## src/rtl/sfcc_pkg.sv

```systemverilog
// ----------------------------------------------------------------------------
// Sensor frame CRC checker package
// Shared types, frame positions and the CRC-16 byte update.
// ----------------------------------------------------------------------------
`default_nettype none

package sfcc_pkg;

   localparam logic [15:0] CRC_INIT = 16'hFFFF;
   localparam logic [15:0] CRC_POLY = 16'hA001;

   localparam int CountWidth = 3;

   localparam logic [CountWidth-1:0] POS_FIRST   = 3'd0;
   localparam logic [CountWidth-1:0] POS_READ_LO = 3'd3;
   localparam logic [CountWidth-1:0] POS_READ_HI = 3'd4;
   localparam logic [CountWidth-1:0] POS_CRC_LO  = 3'd5;
   localparam logic [CountWidth-1:0] POS_LAST    = 3'd6;
   localparam logic [CountWidth-1:0] POS_UNUSED  = 3'd7;

   localparam int FifoDepth    = 2;
   localparam int FifoPtrWidth = $clog2(FifoDepth);
   localparam int FifoCntWidth = $clog2(FifoDepth + 1);

   localparam int ScaleShift = 5;
   localparam logic [11:0] SCALE_ROUND   = 12'd2047;
   localparam logic [12:0] SCALE_DIVISOR = 13'd4095;

   typedef struct packed {
      logic [7:0] rx_byte;
      logic       frame_start;
   } sfcc_req_type;

   typedef struct packed {
      logic        crc_ok;
      logic [15:0] raw_reading;
      logic [21:0] scaled_value;
      logic [15:0] computed_crc;
   } sfcc_rsp_type;

   typedef struct packed {
      logic        crc_ok;
      logic [15:0] raw_reading;
      logic [15:0] computed_crc;
   } sfcc_frame_type;

   function automatic logic [15:0] crc_byte(input logic [15:0] crc, input logic [7:0] data);
      logic [15:0] c;
      c = crc ^ {8'h00, data};
      for (int k = 0; k < 8; k++) begin
         if (c[0]) begin
            c = (c >> 1) ^ CRC_POLY;
         end else begin
            c = c >> 1;
         end
      end
      return c;
   endfunction

endpackage

`default_nettype wire

```

## src/rtl/sfcc_front.sv

```systemverilog
// ----------------------------------------------------------------------------
// Sensor frame CRC checker front end
// Counts frame bytes, runs the CRC and captures the reading and received CRC.
// ----------------------------------------------------------------------------
`default_nettype none

module sfcc_front (
   input  wire logic                    clock,
   input  wire logic                    reset,
   input  wire logic                    accept,
   input  wire sfcc_pkg::sfcc_req_type  req,
   output logic                         frame_valid,
   output sfcc_pkg::sfcc_frame_type     frame
);
   import sfcc_pkg::*;

   logic [CountWidth-1:0] count_ff, count_in;
   logic [15:0]           crc_ff, crc_in;
   logic [15:0]           reading_ff, reading_in;
   logic [7:0]            crc_low_ff, crc_low_in;

   logic                  restart;
   logic [CountWidth-1:0] pos;
   logic [15:0]           crc_base;

   assign restart  = req.frame_start || (count_ff == POS_UNUSED);
   assign pos      = restart ? POS_FIRST : count_ff;
   assign crc_base = restart ? CRC_INIT : crc_ff;

   always_comb begin
      count_in    = count_ff;
      crc_in      = crc_ff;
      reading_in  = reading_ff;
      crc_low_in  = crc_low_ff;
      frame_valid = 1'b0;
      frame.crc_ok       = ({req.rx_byte, crc_low_ff} == crc_base);
      frame.raw_reading  = reading_ff;
      frame.computed_crc = crc_base;
      if (accept) begin
         crc_in   = (pos < POS_CRC_LO) ? crc_byte(crc_base, req.rx_byte) : crc_base;
         count_in = pos + 3'd1;
         unique case (pos)
            POS_READ_LO: reading_in = {reading_ff[15:8], req.rx_byte};
            POS_READ_HI: reading_in = {req.rx_byte, reading_ff[7:0]};
            POS_CRC_LO:  crc_low_in = req.rx_byte;
            POS_LAST: begin
               frame_valid = 1'b1;
               count_in    = POS_FIRST;
               crc_in      = CRC_INIT;
            end
            default: ;
         endcase
      end
   end

   always_ff @(posedge clock) begin
      if (reset) begin
         count_ff   <= POS_FIRST;
         crc_ff     <= CRC_INIT;
         reading_ff <= '0;
         crc_low_ff <= '0;
      end else begin
         count_ff   <= count_in;
         crc_ff     <= crc_in;
         reading_ff <= reading_in;
         crc_low_ff <= crc_low_in;
      end
   end

endmodule

`default_nettype wire

```

## config.mk

```make
export PLATFORM = sky130hd
export DESIGN_NAME = sfcc_front
export DESIGN_NICKNAME = d
export VERILOG_FILES = /design/src/rtl/sfcc_pkg.sv /design/src/rtl/sfcc_front.sv
export SDC_FILE = /design/constraint.sdc
export NUM_CORES = 1
export LEC_CHECK = 0
export ABC_AREA = 1
export BUFFER_PORTS_ARGS = -buffer_cell sky130_fd_sc_hd__buf_2
export CORE_MARGIN = 4
export CORE_UTILIZATION = 40
export DETAILED_ROUTE_END_ITERATION = 8
export PLACE_DENSITY = 0.58
export SLEW_MARGIN = 10
export SYNTH_ARGS = -nofsm -noshare
export SYNTH_HDL_FRONTEND = slang
export SYNTH_SLANG_ARGS = --single-unit
```

## constraint.sdc

```tcl
create_clock -name clock -period 2.2 [get_ports clock]
set_clock_uncertainty 0.15 [all_clocks]
set_input_delay 0.44 -clock clock [delete_from_list [all_inputs] [get_ports clock]]
set_output_delay 0.44 -clock clock [all_outputs]
set_load 0.01 [all_outputs]
```

# Yosys cells after proc, flatten, opt, wreduce, memory -nomap -nowiden
# Index checks and enable logic that the tools add are counted.
# Widths: inputs -> output; s select.
# word_totals
elab_cells	51
output_inout_bits	34
reg_bits	43
# op_classes
add_sub_neg	1
magnitude_cmp	1
n_mux	23
n_reduce_logical	4
bitwise	11
eq_ne	6
# op_table
operator	count
$mux 16	18
$pmux 16 s2	1
$not 2->3	8
$eq 16x16->1	1
$xor 16x8->16	1
$eq 3x3->1 const B	4
$mux 3	2
$reduce_and 3->1	2
$add 3x1->3 const B	1
$eq 3x2->1 const B	1
$lt 3x3->1 const B	1
$mux 1	2
$not 1->1	2
$reduce_and 2->1	1
$logic_or 1x1->1	1

# Logic depth before layout (Yosys ltp)
# Gate-level depths: netlist of the first run.
# logic_depth
depth_word	29
depth_mapped	19
mapped_depth_nobuf	18

# Worst setup path after synthesis of the first run
# OpenSTA, ideal clock, no wires.
# synth_timing
kind	in2out
start	in req[0] (netlist name)
end	out frame[32] (netlist name)
required_time_ps	1610
path_slack_ps	-87
n_path_buf	1
path_stages	8
t_arrival_ps	1697
path_cell_list	clkinv_2 nand2_4 buf_6 or2_2 xor2_1 nor4_1 nand2_1 nor2_1
# synth_lines
item	line_no	source
start: declaration	sfcc_front.sv:11	input wire sfcc_pkg::sfcc_req_type req,
end: declaration	sfcc_front.sv:13	output sfcc_pkg::sfcc_frame_type frame

==> flow_metrics.env, run 1 <==
export IMPL_failed_checks="setup timing"
export IMPL_post_drt_via_cell_ratio=5.15
export IMPL_core_rowCount=29
export IMPL_rsz0062_at_grt="true"
export IMPL_regArea_um2=865
export IMPL_syn_area_um2=2590
export IMPL_slowest_stage="dfxtp_2"
export IMPL_cp_cell_sequence="nand3_4, buf_12, nand2_8, or2_4, xor2_1, nor4_1, nand2_1, nor2_2, buf_2"
export IMPL_startpoint_type="flop"
export IMPL_cp_slowest_stage_delay_ns=0.34
export IMPL_final_nets=478
export IMPL_cts_root_buf="clkbuf_8"
export IMPL_clk_pin_slew_ns=0.09
export IMPL_grt_max_degree=26
export IMPL_fmax_mhz=398
export IMPL_grt_remaining_overflow=0
export IMPL_cts_max_level=2
export IMPL_drtIter0Drc=129
export IMPL_critPathRequiredTime_ns=1.61
export IMPL_yosysSeqAreaShare_pct=33.3
export IMPL_avgRoutedWirePerCell_um=15.5
export IMPL_core_area_um2=6310
export IMPL_fin_ws_ns=-0.311
export IMPL_cts_sinks=43
export IMPL_holdBufCountCts=0
export IMPL_post_route_period_util_pct=114
export IMPL_io_buffers=45
export IMPL_holdWs_ns=0.335
export IMPL_die_area_um2=7820
export IMPL_start_util_pct=41.0
export IMPL_slew_limit_headroom_pct=61.9
export IMPL_drt_total_wl_um=8420
export IMPL_hpwl_um=5870
export IMPL_cap_violations=0
export IMPL_drc=0
export IMPL_area_growth_pct=53.0
export IMPL_leakagePower_nw=1.84
export IMPL_antenna_found_initial=0
export IMPL_num_fill_cells=577
export IMPL_synth_cell_types=36
export IMPL_dominantRegCellSynth="dfxtp_1"
export IMPL_irDropWorstVdd_mv=0.272
export IMPL_cp_end_kind="output port"
export IMPL_grt_total_usage_pct=20.3
export IMPL_io_pins=46
export IMPL_cts_tree="yes"
export IMPL_synth_edff_count=0
export IMPL_clock_path_buffers=2
export IMPL_power_w=0.00201
export IMPL_outcome="complete, but fails checks"
export IMPL_first_pass_iters=4
export IMPL_setup_viol_count_final=7
export IMPL_yosysTopAreaCell="dfxtp_1"
export IMPL_grt_pass1_vias=2522
export IMPL_min_path_type="flop to flop"
export IMPL_die_y_um=88.4
export IMPL_crit_type="flop to output port"
export IMPL_tightest_slew_ns=0.571
export IMPL_diodes=0
export IMPL_ys_async_sr_fraction_pct=0
export IMPL_arrival_ns=1.92
export IMPL_synth_top_area_share_pct=33.3
export IMPL_yosysWarnings=0
export IMPL_synth_net_count=363
export IMPL_grt_pass1_wl_um=12200
export IMPL_ys_ff_latch=43
export IMPL_cts_buffers=5
export IMPL_clk_insertion_delay_late_ns=0.31
export IMPL_p_per_area_nw_per_um2=508
export IMPL_multi_input_area_um2=1780
export IMPL_hold_violations=0
export IMPL_drtAntennaViolNets=0
export IMPL_crit_fanout=5
export IMPL_slew_violations=0
export IMPL_dieWidth_um=88.4
export IMPL_routed_via_count=2798
export IMPL_synthTopCellsByArea="dfxtp_1, a21oi_1, nand2_1, o21ai_0, xor2_1"
export IMPL_min_period_ns=2.51
export IMPL_place_congestion=0.862
export IMPL_syn_avg_cell_area_um2=7.40
export IMPL_drive_above_1_share_pct=50.0
export IMPL_synth_cells=350
state kept, by name (all words and copies together), names as in the netlist:
signal,count
reading_ff,16
count_ff,3
crc_low_ff,8
crc_ff,16
worst paths after layout:
| check | to | depth (start not counted) | slack (ns) | startpoint |
|---|---|---|---|---|
| setup reg to reg | reading_ff[0] | 15 | -0.07 | count_ff[2] |
| hold / removal | crc_ff[14] | 2 | 0.33 | crc_ff[14] |
| hold reg to reg | crc_ff[14] | 2 | 0.33 | crc_ff[14] |
| setup / recovery | frame[32] | 9 | -0.31 | count_ff[2] |
worst max-delay path, delay by kind of cell (launching register included):
family	cells	cell delay, ns
buffers and inverters	2	0.27
flip-flops	1	0.34
AND/OR/NAND/NOR	6	0.86
XOR/XNOR	1	0.15
synthesized netlist by cell type (2+ instances only):
library cell,number
buf_2,4
dfxtp_1,43
nand4_2,2
clkinv_2,2
nor2_2,2
or2_2,4
o211ai_1,8
a211o_1,2
nand2_2,19
or2_1,2
inv_2,6
nand2_4,5
o21ai_0,38
buf_4,2
inv_1,28
nand2_1,58
a21oi_1,48
nand3_1,10
nand3_2,6
nand4_1,11
clkbuf_8,3
clkbuf_1,3
nor4_1,3
nor2_1,14
buf_6,3
xor2_1,14
metal layers:
layer | routed length, um | global-route usage (%) | up-vias | part of all wire (%)
met1 | 3800 | 26.5 | 1315 | 45
met5 | 0 | 0 | - | 0
met3 | 343 | 4.47 | 11 | 4.1
li1 | - | - | 1408 | -
met4 | 110 | 4.95 | 0 | 1.3
met2 | 4170 | 34.1 | 64 | 49
logic make-up (layout without fill, tap and decap cells):
group,after synthesis,count (layout),share of synthesized area (%)
fa+ha+maj,1,1,0.483
compound gates,98,98,20.2
buf+inv,52,167,10.3
simple gates,140,141,30.0
flops,43,43,33.3
xor+xnor,16,16,5.70
placed cells by master, fill, tap and decap left out, drive strengths merged:
| cell | count |
|---|---|
| nand2 | 83 |
| inv | 36 |
| buf | 121 |
| o21ai | 38 |
| clkinvlp | 1 |
| clkbuf | 6 |
| a21oi | 49 |
| xnor2 | 1 |
| a31oi | 1 |
| nor4 | 3 |
| nor3 | 2 |
| bufinv | 1 |
| nand4 | 13 |
| ha | 1 |
| xor2 | 15 |
| nor2 | 17 |
| nand3 | 17 |
| dfxtp | 43 |
| clkinv | 2 |
| or2 | 6 |
| a211o | 2 |
| o211ai | 8 |
power by group:
part	internal (W)	switching [W]	total, W	leakage [nW]
clock	0.000345	0.000321	0.000666	0.0587
sequential	0.000807	0.0000217	0.000829	0.352
combinational	0.000216	0.000303	0.000519	1.43
timing repair:
| item | 4_1_cts | 5_1_grt |
|---|---|---|
| resized for setup | 12 | 95 |
| buffers inserted | 3 | 14 |
| endpoints found under the setup margin | 2 | 34 |
| gates cloned | 1 | 2 |
| pin swaps | 6 | 23 |
area by class of cell:
class	count	area share, %
clock inverter	3	1.20
timing repair buffer	122	23.7
inverter	36	4.04
sequential	43	21.8
tap	77	2.43
clock buffer	5	1.74
multi-input combinational	256	44.9
timing repair inverter	1	0.190
per-stage QoR:
| step | instance area [um^2] | utilization (%) | instances | worst slack (ns) | TNS, ns |
|---|---|---|---|---|---|
| final | 3960 | 62.7 | 543 | -0.311 | -0.723 |
| after detailed placement | 3310 | 52.5 | 517 | -0.207 | -0.502 |
| after floorplan | 2600 | - | 350 | 0.0321 | 0 |
| after global routing | 3960 | 62.7 | 543 | -0.412 | -2.06 |
| after global placement | 3310 | 52.5 | 517 | -0.191 | -0.239 |
| after CTS | 3520 | 55.7 | 529 | -0.324 | -0.470 |
Power figures use the tool's default switching activity.
==> run 2, diff against run 1 <==
--- a/config.mk
+++ b/config.mk
@@ -8,9 +8,9 @@
 export ABC_AREA = 1
 export BUFFER_PORTS_ARGS = -buffer_cell sky130_fd_sc_hd__buf_2
 export CORE_MARGIN = 4
-export CORE_UTILIZATION = 40
+export CORE_UTILIZATION = 25
 export DETAILED_ROUTE_END_ITERATION = 8
-export PLACE_DENSITY = 0.58
+export PLACE_DENSITY = 0.4
 export SLEW_MARGIN = 10
 export SYNTH_ARGS = -nofsm -noshare
 export SYNTH_HDL_FRONTEND = slang
==> flow_metrics.env, run 2 (synthesized netlist as in run 1, its figures left out) <==
export IMPL_drtIter0Drc=84
export IMPL_first_pass_iters=4
export IMPL_critPathRequiredTime_ns=1.61
export IMPL_final_nets=469
export IMPL_cts_sinks=43
export IMPL_num_fill_cells=1060
export IMPL_min_path_type="flop to flop"
export IMPL_clk_insertion_delay_late_ns=0.31
export IMPL_io_pins=46
export IMPL_slew_limit_headroom_pct=63.0
export IMPL_p_int_w=0.00136
export IMPL_crit_type="flop to output port"
export IMPL_failed_checks="setup timing"
export IMPL_grt_max_degree=26
export IMPL_post_route_period_util_pct=115
export IMPL_cap_violations=0
export IMPL_avgRoutedWirePerCell_um=14.4
export IMPL_startpoint_type="flop"
export IMPL_cts_root_buf="clkbuf_8"
export IMPL_dieWidth_um=110
export IMPL_arrival_ns=1.94
export IMPL_pwr_share_clk_pct=33.1
export IMPL_tightest_slew_ns=0.554
export IMPL_diodes=0
export IMPL_rsz0062_at_grt="true"
export IMPL_place_congestion=0.863
export IMPL_die_area_um2=12000
export IMPL_io_buffers=45
export IMPL_core_area_um2=9910
export IMPL_hold_violations=0
export IMPL_fmax_mhz=395
export IMPL_drive_above_1_share_pct=42.5
export IMPL_place_inst=575
export IMPL_clk_pin_slew_ns=0.09
export IMPL_fin_ws_ns=-0.334
export IMPL_reg_largest_list="crc_ff x16, reading_ff x16, crc_low_ff x8"
export IMPL_setup_viol_count_final=2
export IMPL_cts_tree="yes"
export IMPL_cts_max_level=2
export IMPL_min_period_ns=2.53
export IMPL_power_switching_w=0.000615
export IMPL_die_y_um=110
export IMPL_grt_pass1_vias=2558
export IMPL_grt_pass1_wl_um=13600
export IMPL_drtAntennaViolNets=0
export IMPL_seqPwrFrac_pct=42.0
export IMPL_start_util_pct=26.1
export IMPL_comb_power_share_pct=24.8
export IMPL_instances_no_fill=590
export IMPL_hpwl_um=6680
export IMPL_core_rowCount=36
export IMPL_clock_path_buffers=2
export IMPL_post_drt_via_cell_ratio=4.43
export IMPL_layout_common_cells="buf_4, nand2_1, a21oi_1"
export IMPL_leakagePower_nw=1.76
export IMPL_grt_remaining_overflow=0
export IMPL_holdWs_ns=0.368
export IMPL_cts_buffers=5
export IMPL_final_common_cell="buf_4"
export IMPL_slew_violations=0
export IMPL_irDropWorstVdd_mv=0.294
export IMPL_crit_fanout=6
export IMPL_cp_end_kind="output port"
export IMPL_routed_via_count=2613
export IMPL_grt_total_usage_pct=14.7
export IMPL_area_growth_pct=42.7
export IMPL_drc=0
export IMPL_outcome="complete, but fails checks"
export IMPL_antenna_found_initial=0
export IMPL_drt_total_wl_um=8480
export IMPL_swShare_pct=31.1
export IMPL_p_per_area_nw_per_um2=535
==> run 2: power groups by stage <==
stage / registers, W / logic, W / clock network [W]
after floorplan: 0.000840 / 0.000264 / 0
after global placement: 0.000848 / 0.000441 / 0
after detailed placement: 0.000847 / 0.000441 / 0
after CTS: 0.000831 / 0.000453 / 0.000685
after global routing: 0.000834 / 0.000546 / 0.000709
final: 0.000831 / 0.000491 / 0.000655
==> run 2: cell type report <==
cell class | instances | area, um^2 | share of cell area [%]
sequential | 43 | 865 | 23.4
tap | 133 | 166 | 4.51
clock buffer | 5 | 68.8 | 1.86
multi-input combinational | 255 | 1580 | 42.8
inverter | 36 | 150 | 4.07
clock inverter | 3 | 46.3 | 1.25
timing repair buffer | 115 | 816 | 22.1
==> run 2: worst paths after layout <==
path               startpoint   endpoint  slack [ns]  depth (start not counted)
setup / recovery  count_ff[2]  frame[32]       -0.33                          9
hold / removal      crc_ff[0]  crc_ff[0]        0.37                          2
setup reg to reg  count_ff[2]  crc_ff[0]        0.04                         20
hold reg to reg     crc_ff[0]  crc_ff[0]        0.37                          2
==> run 2: timing repair <==
item                       in CTS  in global routing
setup endpoints to repair      10                 15
hold buffers                    0                  0
cloned                          0                  0
resized for setup              15                 25
pin swaps                       4                 10
setup buffers                   3                  5
==> run 2: stage by stage <==
step	util [%]	power, W	setup WS [ns]	setup TNS [ns]	instance area (um^2)
after floorplan	-	0.00110	0.0321	0	2600
after global placement	34.2	0.00129	-0.227	-1.99	3380
after detailed placement	34.2	0.00129	-0.220	-2.33	3380
after CTS	36.0	0.00197	-0.313	-0.513	3570
after global routing	37.3	0.00209	-0.448	-0.754	3690
final	37.3	0.00198	-0.334	-0.344	3690
==> run 2: metal layers <==
layer / GRT usage (%) / vias to the layer above / routed length, um
li1: - / 1387 / -
met1: 20.0 / 1175 / 4130
met2: 24.2 / 44 / 3980
met3: 2.76 / 7 / 273
met4: 3.38 / 0 / 90
met5: 0 / - / 0
==> run 2: critical path, cell delays in order (launching register included) <==
cell and delay [ns]:
dfxtp_2 0.34, nand3_4 0.13, nand2_4 0.10, buf_4 0.14, or2_4 0.23, xor2_1 0.14
nor4_1 0.24, nand2_1 0.09, nor2_2 0.10, buf_2 0.13
==> run 3, diff against run 2 <==
--- a/config.mk
+++ b/config.mk
@@ -7,10 +7,13 @@
 export LEC_CHECK = 0
 export ABC_AREA = 1
 export BUFFER_PORTS_ARGS = -buffer_cell sky130_fd_sc_hd__buf_2
+export CELL_PAD_IN_SITES_DETAIL_PLACEMENT = 2
+export CELL_PAD_IN_SITES_GLOBAL_PLACEMENT = 2
 export CORE_MARGIN = 4
 export CORE_UTILIZATION = 25
 export DETAILED_ROUTE_END_ITERATION = 8
-export PLACE_DENSITY = 0.4
+export PLACE_DENSITY = 0.63
+export RECOVER_POWER = 50
 export SLEW_MARGIN = 10
 export SYNTH_ARGS = -nofsm -noshare
 export SYNTH_HDL_FRONTEND = slang
==> flow_metrics.env, run 3 (synthesized netlist as in run 1, its figures left out) <==
export IMPL_grt_total_usage_pct=17.7
export IMPL_place_congestion=0.804
export IMPL_drive_above_1_share_pct=37.6
export IMPL_min_path_type="primary input to flop"
export IMPL_grt_pass1_vias=3088
export IMPL_diodes=0
export IMPL_min_period_ns=2.49
export IMPL_post_route_period_util_pct=113
export IMPL_area_growth_pct=37.6
export IMPL_top_usage_layer="met2"
export IMPL_grt_pass1_wl_um=16400
export IMPL_arrival_ns=1.90
export IMPL_start_util_pct=26.1
export IMPL_cts_max_level=2
export IMPL_startpoint_type="flop"
export IMPL_setup_viol_count_final=2
export IMPL_die_area_um2=12000
export IMPL_place_inst=574
export IMPL_clk_insertion_delay_late_ns=0.31
export IMPL_clock_path_buffers=2
export IMPL_clk_pin_slew_ns=0.10
export IMPL_failed_checks="setup timing"
export IMPL_hold_violations=0
export IMPL_slew_limit_headroom_pct=65.1
export IMPL_cts_sinks=43
export IMPL_cts_root_buf="clkbuf_8"
export IMPL_core_area_um2=9910
export IMPL_cap_violations=0
export IMPL_outcome="complete, but fails checks"
export IMPL_hpwl_um=7940
export IMPL_io_buffers=45
export IMPL_die_y_um=110
export IMPL_routed_via_count=2771
export IMPL_avgRoutedWirePerCell_um=16.9
export IMPL_drtIter0Drc=46
export IMPL_crit_type="flop to output port"
export IMPL_leakagePower_nw=1.61
export IMPL_io_pins=46
export IMPL_grt_remaining_overflow=0
export IMPL_slew_violations=0
export IMPL_grtUsageMet1_pct=22.1
export IMPL_tightest_slew_ns=0.524
export IMPL_dieWidth_um=110
export IMPL_crit_fanout=5
export IMPL_cp_end_kind="output port"
export IMPL_antenna_found_initial=0
export IMPL_drt_total_wl_um=9870
export IMPL_layout_common_cells="buf_4, nand2_1, a21oi_1"
export IMPL_drc=0
export IMPL_post_drt_via_cell_ratio=4.74
export IMPL_critPathRequiredTime_ns=1.61
export IMPL_final_nets=464
export IMPL_holdBufCountCts=0
export IMPL_core_rowCount=36
export IMPL_reg_largest_list="crc_ff x16, reading_ff x16, crc_low_ff x8"
export IMPL_fmax_mhz=402
export IMPL_final_common_cell="buf_4"
export IMPL_power_w=0.00197
export IMPL_grt_max_degree=26
export IMPL_drtAntennaViolNets=0
export IMPL_rsz0062_at_grt="true"
export IMPL_multi_input_area_um2=1540
export IMPL_cts_buffers=5
export IMPL_instances_no_fill=585
export IMPL_met3_usage_pct=2.70
export IMPL_fin_ws_ns=-0.285
export IMPL_grt_use_met2_pct=31.8
export IMPL_cts_tree="yes"
export IMPL_regArea_um2=865
export IMPL_irDropWorstVdd_mv=0.260
export IMPL_p_per_area_nw_per_um2=554
export IMPL_first_pass_iters=4
export IMPL_num_fill_cells=1198
run 3: metal layers:
metal	up-vias	share of wire [%]
met2	32	52
li1	1369	-
met4	0	1.3
met3	11	2.5
met5	-	0
met1	1359	45
run 3: repair_timing:
item / in CTS / in global routing
gates cloned: 1 / 0
endpoints found under the setup margin: 12 / 30
buffers inserted: 0 / 2
gates resized for setup: 9 / 21
pin swaps: 1 / 2
run 3: power by group:
part,internal (W),total [W],leakage [nW],switching (W)
registers,0.000807,0.000831,0.352,0.0000236
logic,0.000191,0.000468,1.20,0.000277
clock network,0.000343,0.000674,0.0548,0.000331
total,0.00134,0.00197,1.61,0.000632
run 3: final timing paths:
check | start | to | slack (ns) | cells after the start
worst max register to register | count_ff[2] | crc_ff[0] | 0.03 | 18
worst max-delay path | count_ff[2] | frame[32] | -0.29 | 9
worst min register to register | crc_ff[8] | crc_ff[8] | 0.36 | 2
worst min-delay path | req[1] | crc_low_ff[0] | 0.36 | 3
run 3: worst max-delay path, stage by stage, from the launching register on:
cell	delay, ns
dfxtp_2	0.37
nand3_4	0.14
nand2_4	0.12
buf_4	0.19
nor2_8	0.04
xnor2_1	0.13
nor4_2	0.20
nand4_1	0.12
nor2_2	0.12
buf_2	0.14
run 3: area by class of cell:
cell class / instances / area share [%]
multi-input cells: 256 / 43.3
flip-flops and latches: 43 / 24.3
repair buffers: 109 / 20.4
well taps: 133 / 4.67
inverters: 36 / 4.11
clock buffers: 5 / 1.93
clock inverters: 3 / 1.30
run 3: metrics by stage:
step                instance area, um^2  hold slack [ns]  setup TNS [ns]  worst slack, ns  utilization [%]
floorplan                          2600            0.287               0           0.0321                -
global placement                   3360            0.327          -0.655           -0.152             34.0
detailed placement                 3360            0.333           -2.26           -0.179             34.0
CTS                                3510            0.361          -0.409           -0.345             35.4
global route                       3560            0.364           -1.09           -0.433             35.9
finish                             3560            0.357          -0.354           -0.285             35.9
